--- src/rtl/core/frx_pkg.sv ---
`default_nettype none

package frx_pkg;

  // Default payload buffer depth.
  localparam int unsigned MaxPayloadDefault = 64;

  // Fixed field widths.
  localparam int unsigned ByteW   = 8;
  localparam int unsigned LenW    = 7;
  localparam int unsigned IndexW  = 6;
  localparam int unsigned CfgIdxW = 2;
  localparam int unsigned CrcW    = 16;

  // Register reset values.
  localparam logic [ByteW-1:0] SyncReset    = 8'hAA;
  localparam logic [ByteW-1:0] CmdTypeReset = 8'h01;
  localparam logic [LenW-1:0]  LimitReset   = 7'd64;

  localparam logic [CrcW-1:0] CrcInit = 16'hFFFF;
  localparam logic [CrcW-1:0] CrcPoly = 16'h1021;
  localparam logic [CrcW-1:0] CrcMsb  = 16'h8000;

  // Configuration register indexes.
  typedef enum logic [CfgIdxW-1:0] {
    CFG_SYNC     = 2'd0,
    CFG_CMD_TYPE = 2'd1,
    CFG_LIMIT    = 2'd2
  } cfg_idx_e;

  // Result kinds.
  localparam logic KindGood = 1'b0;
  localparam logic KindNak  = 1'b1;

  // Receiver phases plus the result burst.
  typedef enum logic [3:0] {
    ST_HUNT,
    ST_LEN_LO,
    ST_LEN_HI,
    ST_TYPE,
    ST_SEQ,
    ST_DATA,
    ST_CRC_LO,
    ST_CRC_HI,
    ST_EMIT
  } state_e;

  typedef struct packed {
    logic [ByteW-1:0] rx_byte;
    logic             resync;
  } frx_in_t;

  typedef struct packed {
    logic              kind;
    logic [ByteW-1:0]  frame_type;
    logic [ByteW-1:0]  frame_seq;
    logic [LenW-1:0]   frame_length;
    logic [IndexW-1:0] byte_index;
    logic [ByteW-1:0]  data_byte;
    logic              last;
    logic [ByteW-1:0]  command_seq;
  } frx_out_t;

  // Commands from the controller to the datapath.
  typedef struct packed {
    logic start_crc;
    logic clr_count;
    logic ld_len_lo;
    logic ld_len_hi;
    logic ld_type;
    logic ld_seq;
    logic ld_data;
    logic ld_crc_lo;
    logic check;
    logic emit;
  } frx_cmd_t;

  // Status from the datapath to the controller.
  typedef struct packed {
    logic sync_hit;
    logic len_bad;
    logic len_zero;
    logic data_done;
    logic emit_last;
    logic out_free;
  } frx_sts_t;

  // One byte of CRC-16-CCITT, MSB first.
  function automatic logic [CrcW-1:0] crc_feed(input logic [CrcW-1:0] crc,
                                               input logic [ByteW-1:0] b);
    logic [CrcW-1:0] c;
    c = crc ^ {b, 8'h00};
    for (int k = 0; k < 8; k++) begin
      if ((c & CrcMsb) != '0) begin
        c = (c << 1) ^ CrcPoly;
      end else begin
        c = c << 1;
      end
    end
    return c;
  endfunction

endpackage

`default_nettype wire

--- src/rtl/core/framed_packet_receiver_crc16.sv ---
// Framed packet receiver with CRC-16-CCITT check.
// Input channel (in_valid_i/in_ready_o/in_data_i) takes one received byte per
// item; a set resync bit drops the byte and returns the receiver to sync hunt.
// Frames are sync, length (LE16), type, sequence, payload, CRC (LE16).
// Result channel (out_valid_o/out_ready_i/out_data_o) delivers one item per
// payload byte on a good CRC, one item for an empty payload, or one NAK item
// on a CRC mismatch.
// After the final CRC byte is taken, the controller enters the burst state and
// the first result is then loaded into the output register; the rest follow
// one per cycle while the output register is free, paced by the registered read
// port of the payload buffer; input is held off during the burst.
// Once the last result sits in the output register, input is taken again.
// A stalled receiver freezes the burst; the output register holds its item.
// Reset is asynchronous: the receiver hunts for sync, configuration returns
// to sync 0xAA, command type 1 and length limit 64, and the buffer content
// is undefined. Configuration is written through cfg_we_i/cfg_idx_i/cfg_wdata_i.
`default_nettype none

module framed_packet_receiver_crc16 #(
  parameter int unsigned MaxPayloadBytes = frx_pkg::MaxPayloadDefault
) (
  input  wire logic                        clk_i,
  input  wire logic                        rst_ni,
  input  wire logic                        cfg_we_i,
  input  wire logic [frx_pkg::CfgIdxW-1:0] cfg_idx_i,
  input  wire logic [frx_pkg::ByteW-1:0]   cfg_wdata_i,
  input  wire logic                        in_valid_i,
  output logic                             in_ready_o,
  input  wire frx_pkg::frx_in_t            in_data_i,
  output logic                             out_valid_o,
  input  wire logic                        out_ready_i,
  output frx_pkg::frx_out_t                out_data_o
);
  import frx_pkg::*;

  frx_cmd_t cmd;
  frx_sts_t sts;

  // Frame controller.
  frx_ctrl u_ctrl (
    .clk_i      (clk_i),
    .rst_ni     (rst_ni),
    .in_valid_i (in_valid_i),
    .resync_i   (in_data_i.resync),
    .in_ready_o (in_ready_o),
    .sts_i      (sts),
    .cmd_o      (cmd)
  );

  // Header, CRC, payload buffer and output register.
  frx_dp #(
    .MaxPayloadBytes (MaxPayloadBytes)
  ) u_dp (
    .clk_i       (clk_i),
    .rst_ni      (rst_ni),
    .cfg_we_i    (cfg_we_i),
    .cfg_idx_i   (cfg_idx_i),
    .cfg_wdata_i (cfg_wdata_i),
    .rx_byte_i   (in_data_i.rx_byte),
    .cmd_i       (cmd),
    .sts_o       (sts),
    .out_valid_o (out_valid_o),
    .out_ready_i (out_ready_i),
    .out_data_o  (out_data_o)
  );

`ifndef SYNTHESIS
  // A result item is never loaded over one still waiting.
  assert property (@(posedge clk_i) disable iff (!rst_ni)
    cmd.emit |-> (!out_valid_o || out_ready_i))
    else $error("result item overwritten in output register");

  // The CRC check starts a burst that holds off input.
  assert property (@(posedge clk_i) disable iff (!rst_ni)
    cmd.check |=> !in_ready_o)
    else $error("input taken during result burst");

  // Loading the final item of a run releases the input channel.
  assert property (@(posedge clk_i) disable iff (!rst_ni)
    (cmd.emit && sts.emit_last) |=> (in_ready_o && out_valid_o && out_data_o.last))
    else $error("burst did not end on its final item");
`endif

endmodule

`default_nettype wire

--- src/rtl/core/frx_ctrl.sv ---
`default_nettype none

module frx_ctrl (
  input  wire logic              clk_i,
  input  wire logic              rst_ni,
  input  wire logic              in_valid_i,
  input  wire logic              resync_i,
  output logic                   in_ready_o,
  input  wire frx_pkg::frx_sts_t sts_i,
  output frx_pkg::frx_cmd_t      cmd_o
);
  import frx_pkg::*;

  state_e state_q, state_d;
  logic   acc;

  // Input bytes are taken in every phase except during a result burst.
  assign in_ready_o = (state_q != ST_EMIT);
  assign acc        = in_valid_i && in_ready_o;

  // State register.
  always_ff @(posedge clk_i or negedge rst_ni) begin
    if (!rst_ni) begin
      state_q <= ST_HUNT;
    end else begin
      state_q <= state_d;
    end
  end

  // Next state and datapath commands.
  always_comb begin
    state_d = state_q;
    cmd_o   = '0;
    if (acc && resync_i) begin
      cmd_o.clr_count = 1'b1;
      state_d         = ST_HUNT;
    end else begin
      case (state_q)
        ST_HUNT: begin
          if (acc && sts_i.sync_hit) begin
            cmd_o.start_crc = 1'b1;
            cmd_o.clr_count = 1'b1;
            state_d         = ST_LEN_LO;
          end
        end
        ST_LEN_LO: begin
          if (acc) begin
            cmd_o.ld_len_lo = 1'b1;
            state_d         = ST_LEN_HI;
          end
        end
        ST_LEN_HI: begin
          if (acc) begin
            cmd_o.ld_len_hi = 1'b1;
            state_d         = sts_i.len_bad ? ST_HUNT : ST_TYPE;
          end
        end
        ST_TYPE: begin
          if (acc) begin
            cmd_o.ld_type = 1'b1;
            state_d       = ST_SEQ;
          end
        end
        ST_SEQ: begin
          if (acc) begin
            cmd_o.ld_seq = 1'b1;
            state_d      = sts_i.len_zero ? ST_CRC_LO : ST_DATA;
          end
        end
        ST_DATA: begin
          if (acc) begin
            cmd_o.ld_data = 1'b1;
            if (sts_i.data_done) begin
              state_d = ST_CRC_LO;
            end
          end
        end
        ST_CRC_LO: begin
          if (acc) begin
            cmd_o.ld_crc_lo = 1'b1;
            state_d         = ST_CRC_HI;
          end
        end
        ST_CRC_HI: begin
          if (acc) begin
            cmd_o.check = 1'b1;
            state_d     = ST_EMIT;
          end
        end
        ST_EMIT: begin
          if (sts_i.out_free) begin
            cmd_o.emit = 1'b1;
            if (sts_i.emit_last) begin
              state_d = ST_HUNT;
            end
          end
        end
        default: begin
          state_d = ST_HUNT;
        end
      endcase
    end
  end

endmodule

`default_nettype wire

--- src/rtl/core/frx_dp.sv ---
`default_nettype none

module frx_dp #(
  parameter int unsigned MaxPayloadBytes = frx_pkg::MaxPayloadDefault
) (
  input  wire logic                        clk_i,
  input  wire logic                        rst_ni,
  input  wire logic                        cfg_we_i,
  input  wire logic [frx_pkg::CfgIdxW-1:0] cfg_idx_i,
  input  wire logic [frx_pkg::ByteW-1:0]   cfg_wdata_i,
  input  wire logic [frx_pkg::ByteW-1:0]   rx_byte_i,
  input  wire frx_pkg::frx_cmd_t           cmd_i,
  output frx_pkg::frx_sts_t                sts_o,
  output logic                             out_valid_o,
  input  wire logic                        out_ready_i,
  output frx_pkg::frx_out_t                out_data_o
);
  import frx_pkg::*;

  localparam int unsigned AddrW = (MaxPayloadBytes > 1) ? $clog2(MaxPayloadBytes) : 1;
  localparam logic [LenW-1:0] MaxLen = LenW'(MaxPayloadBytes);

  // Configuration registers.
  logic [ByteW-1:0] sync_q, cmd_type_q;
  logic [LenW-1:0]  limit_q;

  // Frame registers.
  logic [ByteW-1:0] len_lo_q, type_q, seq_q, crc_lo_q, cmd_seq_q;
  logic [LenW-1:0]  length_q, count_q;
  logic [CrcW-1:0]  crc_q;
  logic             nak_q;
  logic [AddrW-1:0] idx_q, idx_d, rd_addr;

  // Payload buffer and its registered read port.
  logic [ByteW-1:0] mem_q [MaxPayloadBytes];
  logic [ByteW-1:0] rd_data_q;

  // Output register.
  logic     out_valid_q;
  frx_out_t out_q, out_d;

  logic [LenW-1:0] limit_eff;
  logic [LenW:0]   count_inc;
  logic            crc_ok;

  assign limit_eff = (limit_q > MaxLen) ? MaxLen : limit_q;
  assign count_inc = {1'b0, count_q} + (LenW+1)'(1);
  assign crc_ok    = ({rx_byte_i, crc_lo_q} == crc_q);

  // Status for the controller.
  always_comb begin
    sts_o.sync_hit  = (rx_byte_i == sync_q);
    sts_o.len_bad   = (rx_byte_i != '0) || (len_lo_q > {1'b0, limit_eff});
    sts_o.len_zero  = (length_q == '0);
    sts_o.data_done = (count_inc >= {1'b0, length_q});
    sts_o.emit_last = nak_q || (length_q == '0) || (LenW'(idx_q) == length_q - LenW'(1));
    sts_o.out_free  = !out_valid_q || out_ready_i;
  end

  // Configuration writes; an index past the list is ignored.
  always_ff @(posedge clk_i or negedge rst_ni) begin
    if (!rst_ni) begin
      sync_q     <= SyncReset;
      cmd_type_q <= CmdTypeReset;
      limit_q    <= LimitReset;
    end else if (cfg_we_i) begin
      case (cfg_idx_i)
        CFG_SYNC:     sync_q     <= cfg_wdata_i;
        CFG_CMD_TYPE: cmd_type_q <= cfg_wdata_i;
        CFG_LIMIT:    limit_q    <= cfg_wdata_i[LenW-1:0];
        default:      ;
      endcase
    end
  end

  // Header fields, payload count, running CRC and verdict.
  always_ff @(posedge clk_i or negedge rst_ni) begin
    if (!rst_ni) begin
      len_lo_q  <= '0;
      length_q  <= '0;
      type_q    <= '0;
      seq_q     <= '0;
      crc_lo_q  <= '0;
      count_q   <= '0;
      crc_q     <= CrcInit;
      nak_q     <= 1'b0;
      cmd_seq_q <= '0;
      idx_q     <= '0;
    end else begin
      if (cmd_i.clr_count) count_q <= '0;
      if (cmd_i.start_crc) crc_q <= CrcInit;
      if (cmd_i.ld_len_lo) len_lo_q <= rx_byte_i;
      if (cmd_i.ld_len_hi) length_q <= len_lo_q[LenW-1:0];
      if (cmd_i.ld_type) begin
        type_q <= rx_byte_i;
        crc_q  <= crc_feed(crc_q, rx_byte_i);
      end
      if (cmd_i.ld_seq) begin
        seq_q <= rx_byte_i;
        crc_q <= crc_feed(crc_q, rx_byte_i);
      end
      if (cmd_i.ld_data) begin
        crc_q   <= crc_feed(crc_q, rx_byte_i);
        count_q <= count_inc[LenW-1:0];
      end
      if (cmd_i.ld_crc_lo) crc_lo_q <= rx_byte_i;
      if (cmd_i.check) begin
        nak_q <= !crc_ok;
        if (crc_ok && (type_q == cmd_type_q)) begin
          cmd_seq_q <= seq_q;
        end
      end
      idx_q <= idx_d;
    end
  end

  // Burst index; the read address runs one item ahead of the output.
  always_comb begin
    idx_d = idx_q;
    if (cmd_i.check) begin
      idx_d = '0;
    end else if (cmd_i.emit) begin
      idx_d = idx_q + AddrW'(1);
    end
    rd_addr = idx_d;
  end

  // Payload buffer.
  always_ff @(posedge clk_i) begin
    if (cmd_i.ld_data) begin
      mem_q[count_q[AddrW-1:0]] <= rx_byte_i;
    end
    rd_data_q <= mem_q[rd_addr];
  end

  // Next result item.
  always_comb begin
    out_d.kind         = nak_q ? KindNak : KindGood;
    out_d.frame_type   = type_q;
    out_d.frame_seq    = seq_q;
    out_d.frame_length = length_q;
    out_d.byte_index   = IndexW'(idx_q);
    out_d.data_byte    = (nak_q || (length_q == '0)) ? '0 : rd_data_q;
    out_d.last         = sts_o.emit_last;
    out_d.command_seq  = cmd_seq_q;
  end

  // Output register.
  always_ff @(posedge clk_i or negedge rst_ni) begin
    if (!rst_ni) begin
      out_valid_q <= 1'b0;
    end else if (cmd_i.emit) begin
      out_valid_q <= 1'b1;
    end else if (out_ready_i) begin
      out_valid_q <= 1'b0;
    end
  end

  always_ff @(posedge clk_i) begin
    if (cmd_i.emit) begin
      out_q <= out_d;
    end
  end

  assign out_valid_o = out_valid_q;
  assign out_data_o  = out_q;

endmodule

`default_nettype wire

--- config.mk ---
export PLATFORM = sky130hd
export DESIGN_NAME = framed_packet_receiver_crc16
export DESIGN_NICKNAME = d
export VERILOG_FILES = /design/src/rtl/core/frx_pkg.sv /design/src/rtl/core/framed_packet_receiver_crc16.sv /design/src/rtl/core/frx_ctrl.sv /design/src/rtl/core/frx_dp.sv
export SDC_FILE = /design/constraint.sdc
export NUM_CORES = 1
export LEC_CHECK = 0
export CORE_ASPECT_RATIO = 1.5
export CORE_MARGIN = 2
export CORE_UTILIZATION = 57
export DETAILED_ROUTE_END_ITERATION = 10
export DONT_BUFFER_PORTS = 1
export PLACE_DENSITY = 0.75
export SLEW_MARGIN = 20
export SYNTH_ARGS = -nofsm -noshare
export SYNTH_HDL_FRONTEND = slang
export SYNTH_SLANG_ARGS = --single-unit
export TNS_END_PERCENT = 50
--- constraint.sdc ---
create_clock -name clk_i -period 6.43 [get_ports clk_i]
set_clock_uncertainty 0.15 [all_clocks]
set_input_delay 1.286 -clock clk_i [delete_from_list [all_inputs] [get_ports clk_i]]
set_output_delay 1.286 -clock clk_i [all_outputs]
set_load 0.01 [all_outputs]
==> impl_metrics.py <==
metrics = {
    "routing": {
        "viasPerCell": 6.58,
        "first_pass_iters": 5,
        "drtIter0Drc": 1938,
        "vias": 16100,
        "avgRoutedWirePerCell_um": 27.1,
        "antenna_left": 0,
        "wl_mm": 66.6,
        "drc": 0,
    },
    "pwr": {
        "p_switching_mw": 4.18,
        "clkPwrFrac": 0.284,
        "power_mw": 12.7,
        "swShare": 0.330,
        "seq_power_share": 0.422,
        "power.density_nw_per_um2": 428,
        "combPwrFrac": 0.294,
        "peakVddDrop_v": 0.000312,
        "total_leakage_power_nw": 9.94,
        "internal_power_mw": 8.49,
    },
    "yosys": {
        "synth_top_area_frac": 0.619,
        "synth_seq_cells": 672,
        "synth_edf_count": 559,
        "ys_warn_count": 0,
        "synthDistinctLibCells": 71,
        "syn_nets": 1875,
        "netlist_top_cells_area": "edfxtp_1 (62%), dfrtp_1 (7.7%), mux2_2 (2.9%), a21oi_1 (2.9%), nand2_1 (2.5%)",
        "synthArstFlopShare": 0.156,
        "synth_area_per_cell_um2": 14.8,
        "synth_top_flop_cell": "edfxtp_1",
        "synth_area_um2": 27100,
        "syn_inst": 1833,
        "ys_seq_area_frac": 0.722,
        "synth_top_cell_by_area": "edfxtp_1",
    },
    "setup_path": {
        "crit_required_ns": 6.75,
        "max_stage_delay_ns": 0.59,
        "cp-start-kind": "flop",
        "timing.reg2reg.setup_slack_ns": 2.01,
        "r2r_start": "u_ctrl.state_q[1]",
        "crit_slowest_cell": "or3_1",
        "path_class": "flop to flop",
        "crit_path_cell_trace": "or3_1 -> nor4_2 -> o21ai_4 -> inv_4 -> mux4_2 -> a22o_1 -> or4_1 -> o311ai_1 -> o41ai_1",
        "worstReg2RegEnd": "u_dp.rd_data_q[5]",
        "path_max_fanout": 53,
        "rr_worst_depth": 9,
        "worstPathArrival_ns": 4.74,
        "endpoint_kind": "flop",
    },
    "floorplan": {
        "core_um2": 46800,
        "die_width_um": 182,
        "core.rowCount": 97,
        "pin_count": 73,
        "die_area_um2": 49400,
        "die_y_um": 271,
        "initial_utilization": 0.579,
    },
    "cts": {
        "hold_buffers": 0,
        "clockBufferDepth": 3,
        "root_buffer": "clkbuf_16",
        "path_clk_slew_ns": 0.07,
        "post_cts_resized": 0,
        "cts.sinks": 672,
        "clkLatencyLatePin_ns": 0.61,
        "numCtsBuffers": 57,
        "ctsHtreeMaxLevel": 2,
        "cts_tree": "done",
        "postCtsSetupRepairBufs": 0,
    },
    "finish": {
        "final_cell_mix": "edfxtp_1 (559), nand2_1 (184), a21oi_1 (155), nor2_1 (107), dfrtp_1 (83)",
        "drive_gt1_frac": 0.139,
        "diodes": 0,
        "final_nets": 1852,
        "area_delta_synth_final_pct": 9.18,
        "final_common_cell": "edfxtp_1",
    },
    "sta": {
        "tns_ns": 0,
        "hold_viol": 0,
        "fmax_mhz": 226,
        "final-max-slew-violation-count": 0,
        "slew_headroom": 0.264,
        "final-setup-viol-count": 0,
        "min_period_ns": 4.42,
        "rsz0062_at_grt": "false",
        "fin_crit_sh": 0.688,
        "worstMarginPinSlew_ns": 1.10,
    },
    "global_routing": {
        "track_usage": 0.273,
        "antenna_found_initial": 0,
        "grt_max_degree": 106,
        "grt-ovfl-total": 0,
        "grt_pass1_vias": 16300,
        "grt_pass1_wl_mm": 101,
    },
    "status": {
        "status": "finished clean",
    },
    "run": {
        "drv_cap": 0,
    },
    "min_path": {
        "hp-class": "input pin to asynchronous set/reset pin",
    },
    "placement": {
        "portBuffers": 0,
        "dp_hpwl_mm": 40.9,
        "routabilityCongestion": 0.955,
    },
}
[cell families (layout without fill, tap and decap cells)]
| family | after synthesis | count (layout) | synth area share |
|---|---|---|---|
| AO/OA/AOI/OAI | 400 | 400 | 0.0972 |
| XOR/XNOR | 65 | 65 | 0.0210 |
| adder cells (fa/ha/maj) | 18 | 18 | 0.00830 |
| buffers and inverters | 123 | 148 | 0.0203 |
| flip-flops | 672 | 672 | 0.722 |
| multiplexers | 129 | 129 | 0.0582 |
| AND/OR/NAND/NOR | 426 | 426 | 0.0726 |
[flip-flops by register name, summed over array words and instances, names as in the netlist]
register / count
u_ctrl.state_q: 4
u_dp.cmd_seq_q: 8
u_dp.cmd_type_q: 8
u_dp.count_q: 7
u_dp.crc_lo_q: 8
u_dp.crc_q: 16
u_dp.idx_q: 6
u_dp.len_lo_q: 8
u_dp.length_q: 7
u_dp.limit_q: 7
u_dp.mem_q: 512
u_dp.nak_q: 1
u_dp.out_data_o: 47
u_dp.out_valid_o: 1
u_dp.rd_data_q: 8
u_dp.seq_q: 8
u_dp.sync_q: 8
u_dp.type_q: 8
[critical path: cells and delay by family, from the launching register on]
kind / cells / cell delay, ns
AO/OA/AOI/OAI: 4 / 0.70
buffers and inverters: 1 / 0.59
flip-flops: 1 / 0.51
multiplexers: 1 / 0.59
AND/OR/NAND/NOR: 3 / 1.68
[cell type report]
cell class | instances | area [um2]
clock inverters | 27 | 347
well taps | 594 | 743
repair buffers | 21 | 183
fillers | 3293 | 17200
inverters | 20 | 77.6
flip-flops and latches | 672 | 19600
clock buffers | 80 | 1610
multi-input cells | 1038 | 7060
[Yosys cell counts, types with 17 or more instances]
library cell / number
a211oi_1: 27
a21oi_1: 155
a311oi_1: 17
buf_2: 29
clkbuf_1: 54
dfrtp_1: 83
dfstp_2: 22
edfxtp_1: 559
ha_1: 18
mux2_2: 69
mux2i_1: 44
nand2_1: 184
nand3_1: 25
nor2_1: 108
nor3_1: 19
o21ai_0: 26
o221ai_1: 32
o22ai_1: 54
xnor2_1: 34
xor2_1: 31
[per-stage QoR]
step	utilization	hold slack (ns)	instance area [um2]	instances	setup WS [ns]
floorplan	-	0.271	27100	1833	1.38
global route	0.632	0.191	29600	2452	1.83
global placement	0.590	0.281	27700	2345	1.60
finish	0.632	0.220	29600	2452	2.01
CTS	0.632	0.193	29600	2452	2.03
detailed placement	0.590	0.288	27700	2345	1.51
[worst max-delay path by stage]
| stage | from | slack (ns) | to |
|---|---|---|---|
| 2_1_floorplan | out_ready_i | 1.38 | u_dp.rd_data_q[5] |
| 3_3_place_gp | in_data_i[0] | 1.60 | u_dp.rd_data_q[7] |
| 3_5_place_dp | in_data_i[0] | 1.51 | u_dp.rd_data_q[2] |
| 4_1_cts | u_ctrl.state_q[2] | 2.03 | u_dp.rd_data_q[5] |
| 5_1_grt | u_ctrl.state_q[3] | 1.83 | u_dp.rd_data_q[4] |
| 6_report | u_ctrl.state_q[1] | 2.01 | u_dp.rd_data_q[5] |
[per-layer routing]
metal | global-route usage | up-vias | wire [um]
li1 | - | 7008 | -
met5 | 0 | - | 0
met4 | 0.138 | 0 | 3500
met1 | 0.338 | 8083 | 23600
met3 | 0.0484 | 178 | 5720
met2 | 0.464 | 865 | 33800
[power by group through the flow]
stage | logic [mW] | registers [mW] | clock network, mW
floorplan | 2.71 | 5.29 | 0
global placement | 3.57 | 5.43 | 0
detailed placement | 3.66 | 5.44 | 0
CTS | 3.68 | 5.35 | 3.63
global route | 3.98 | 5.38 | 3.78
finish | 3.72 | 5.35 | 3.60
(Power assumes the default switching activity.)
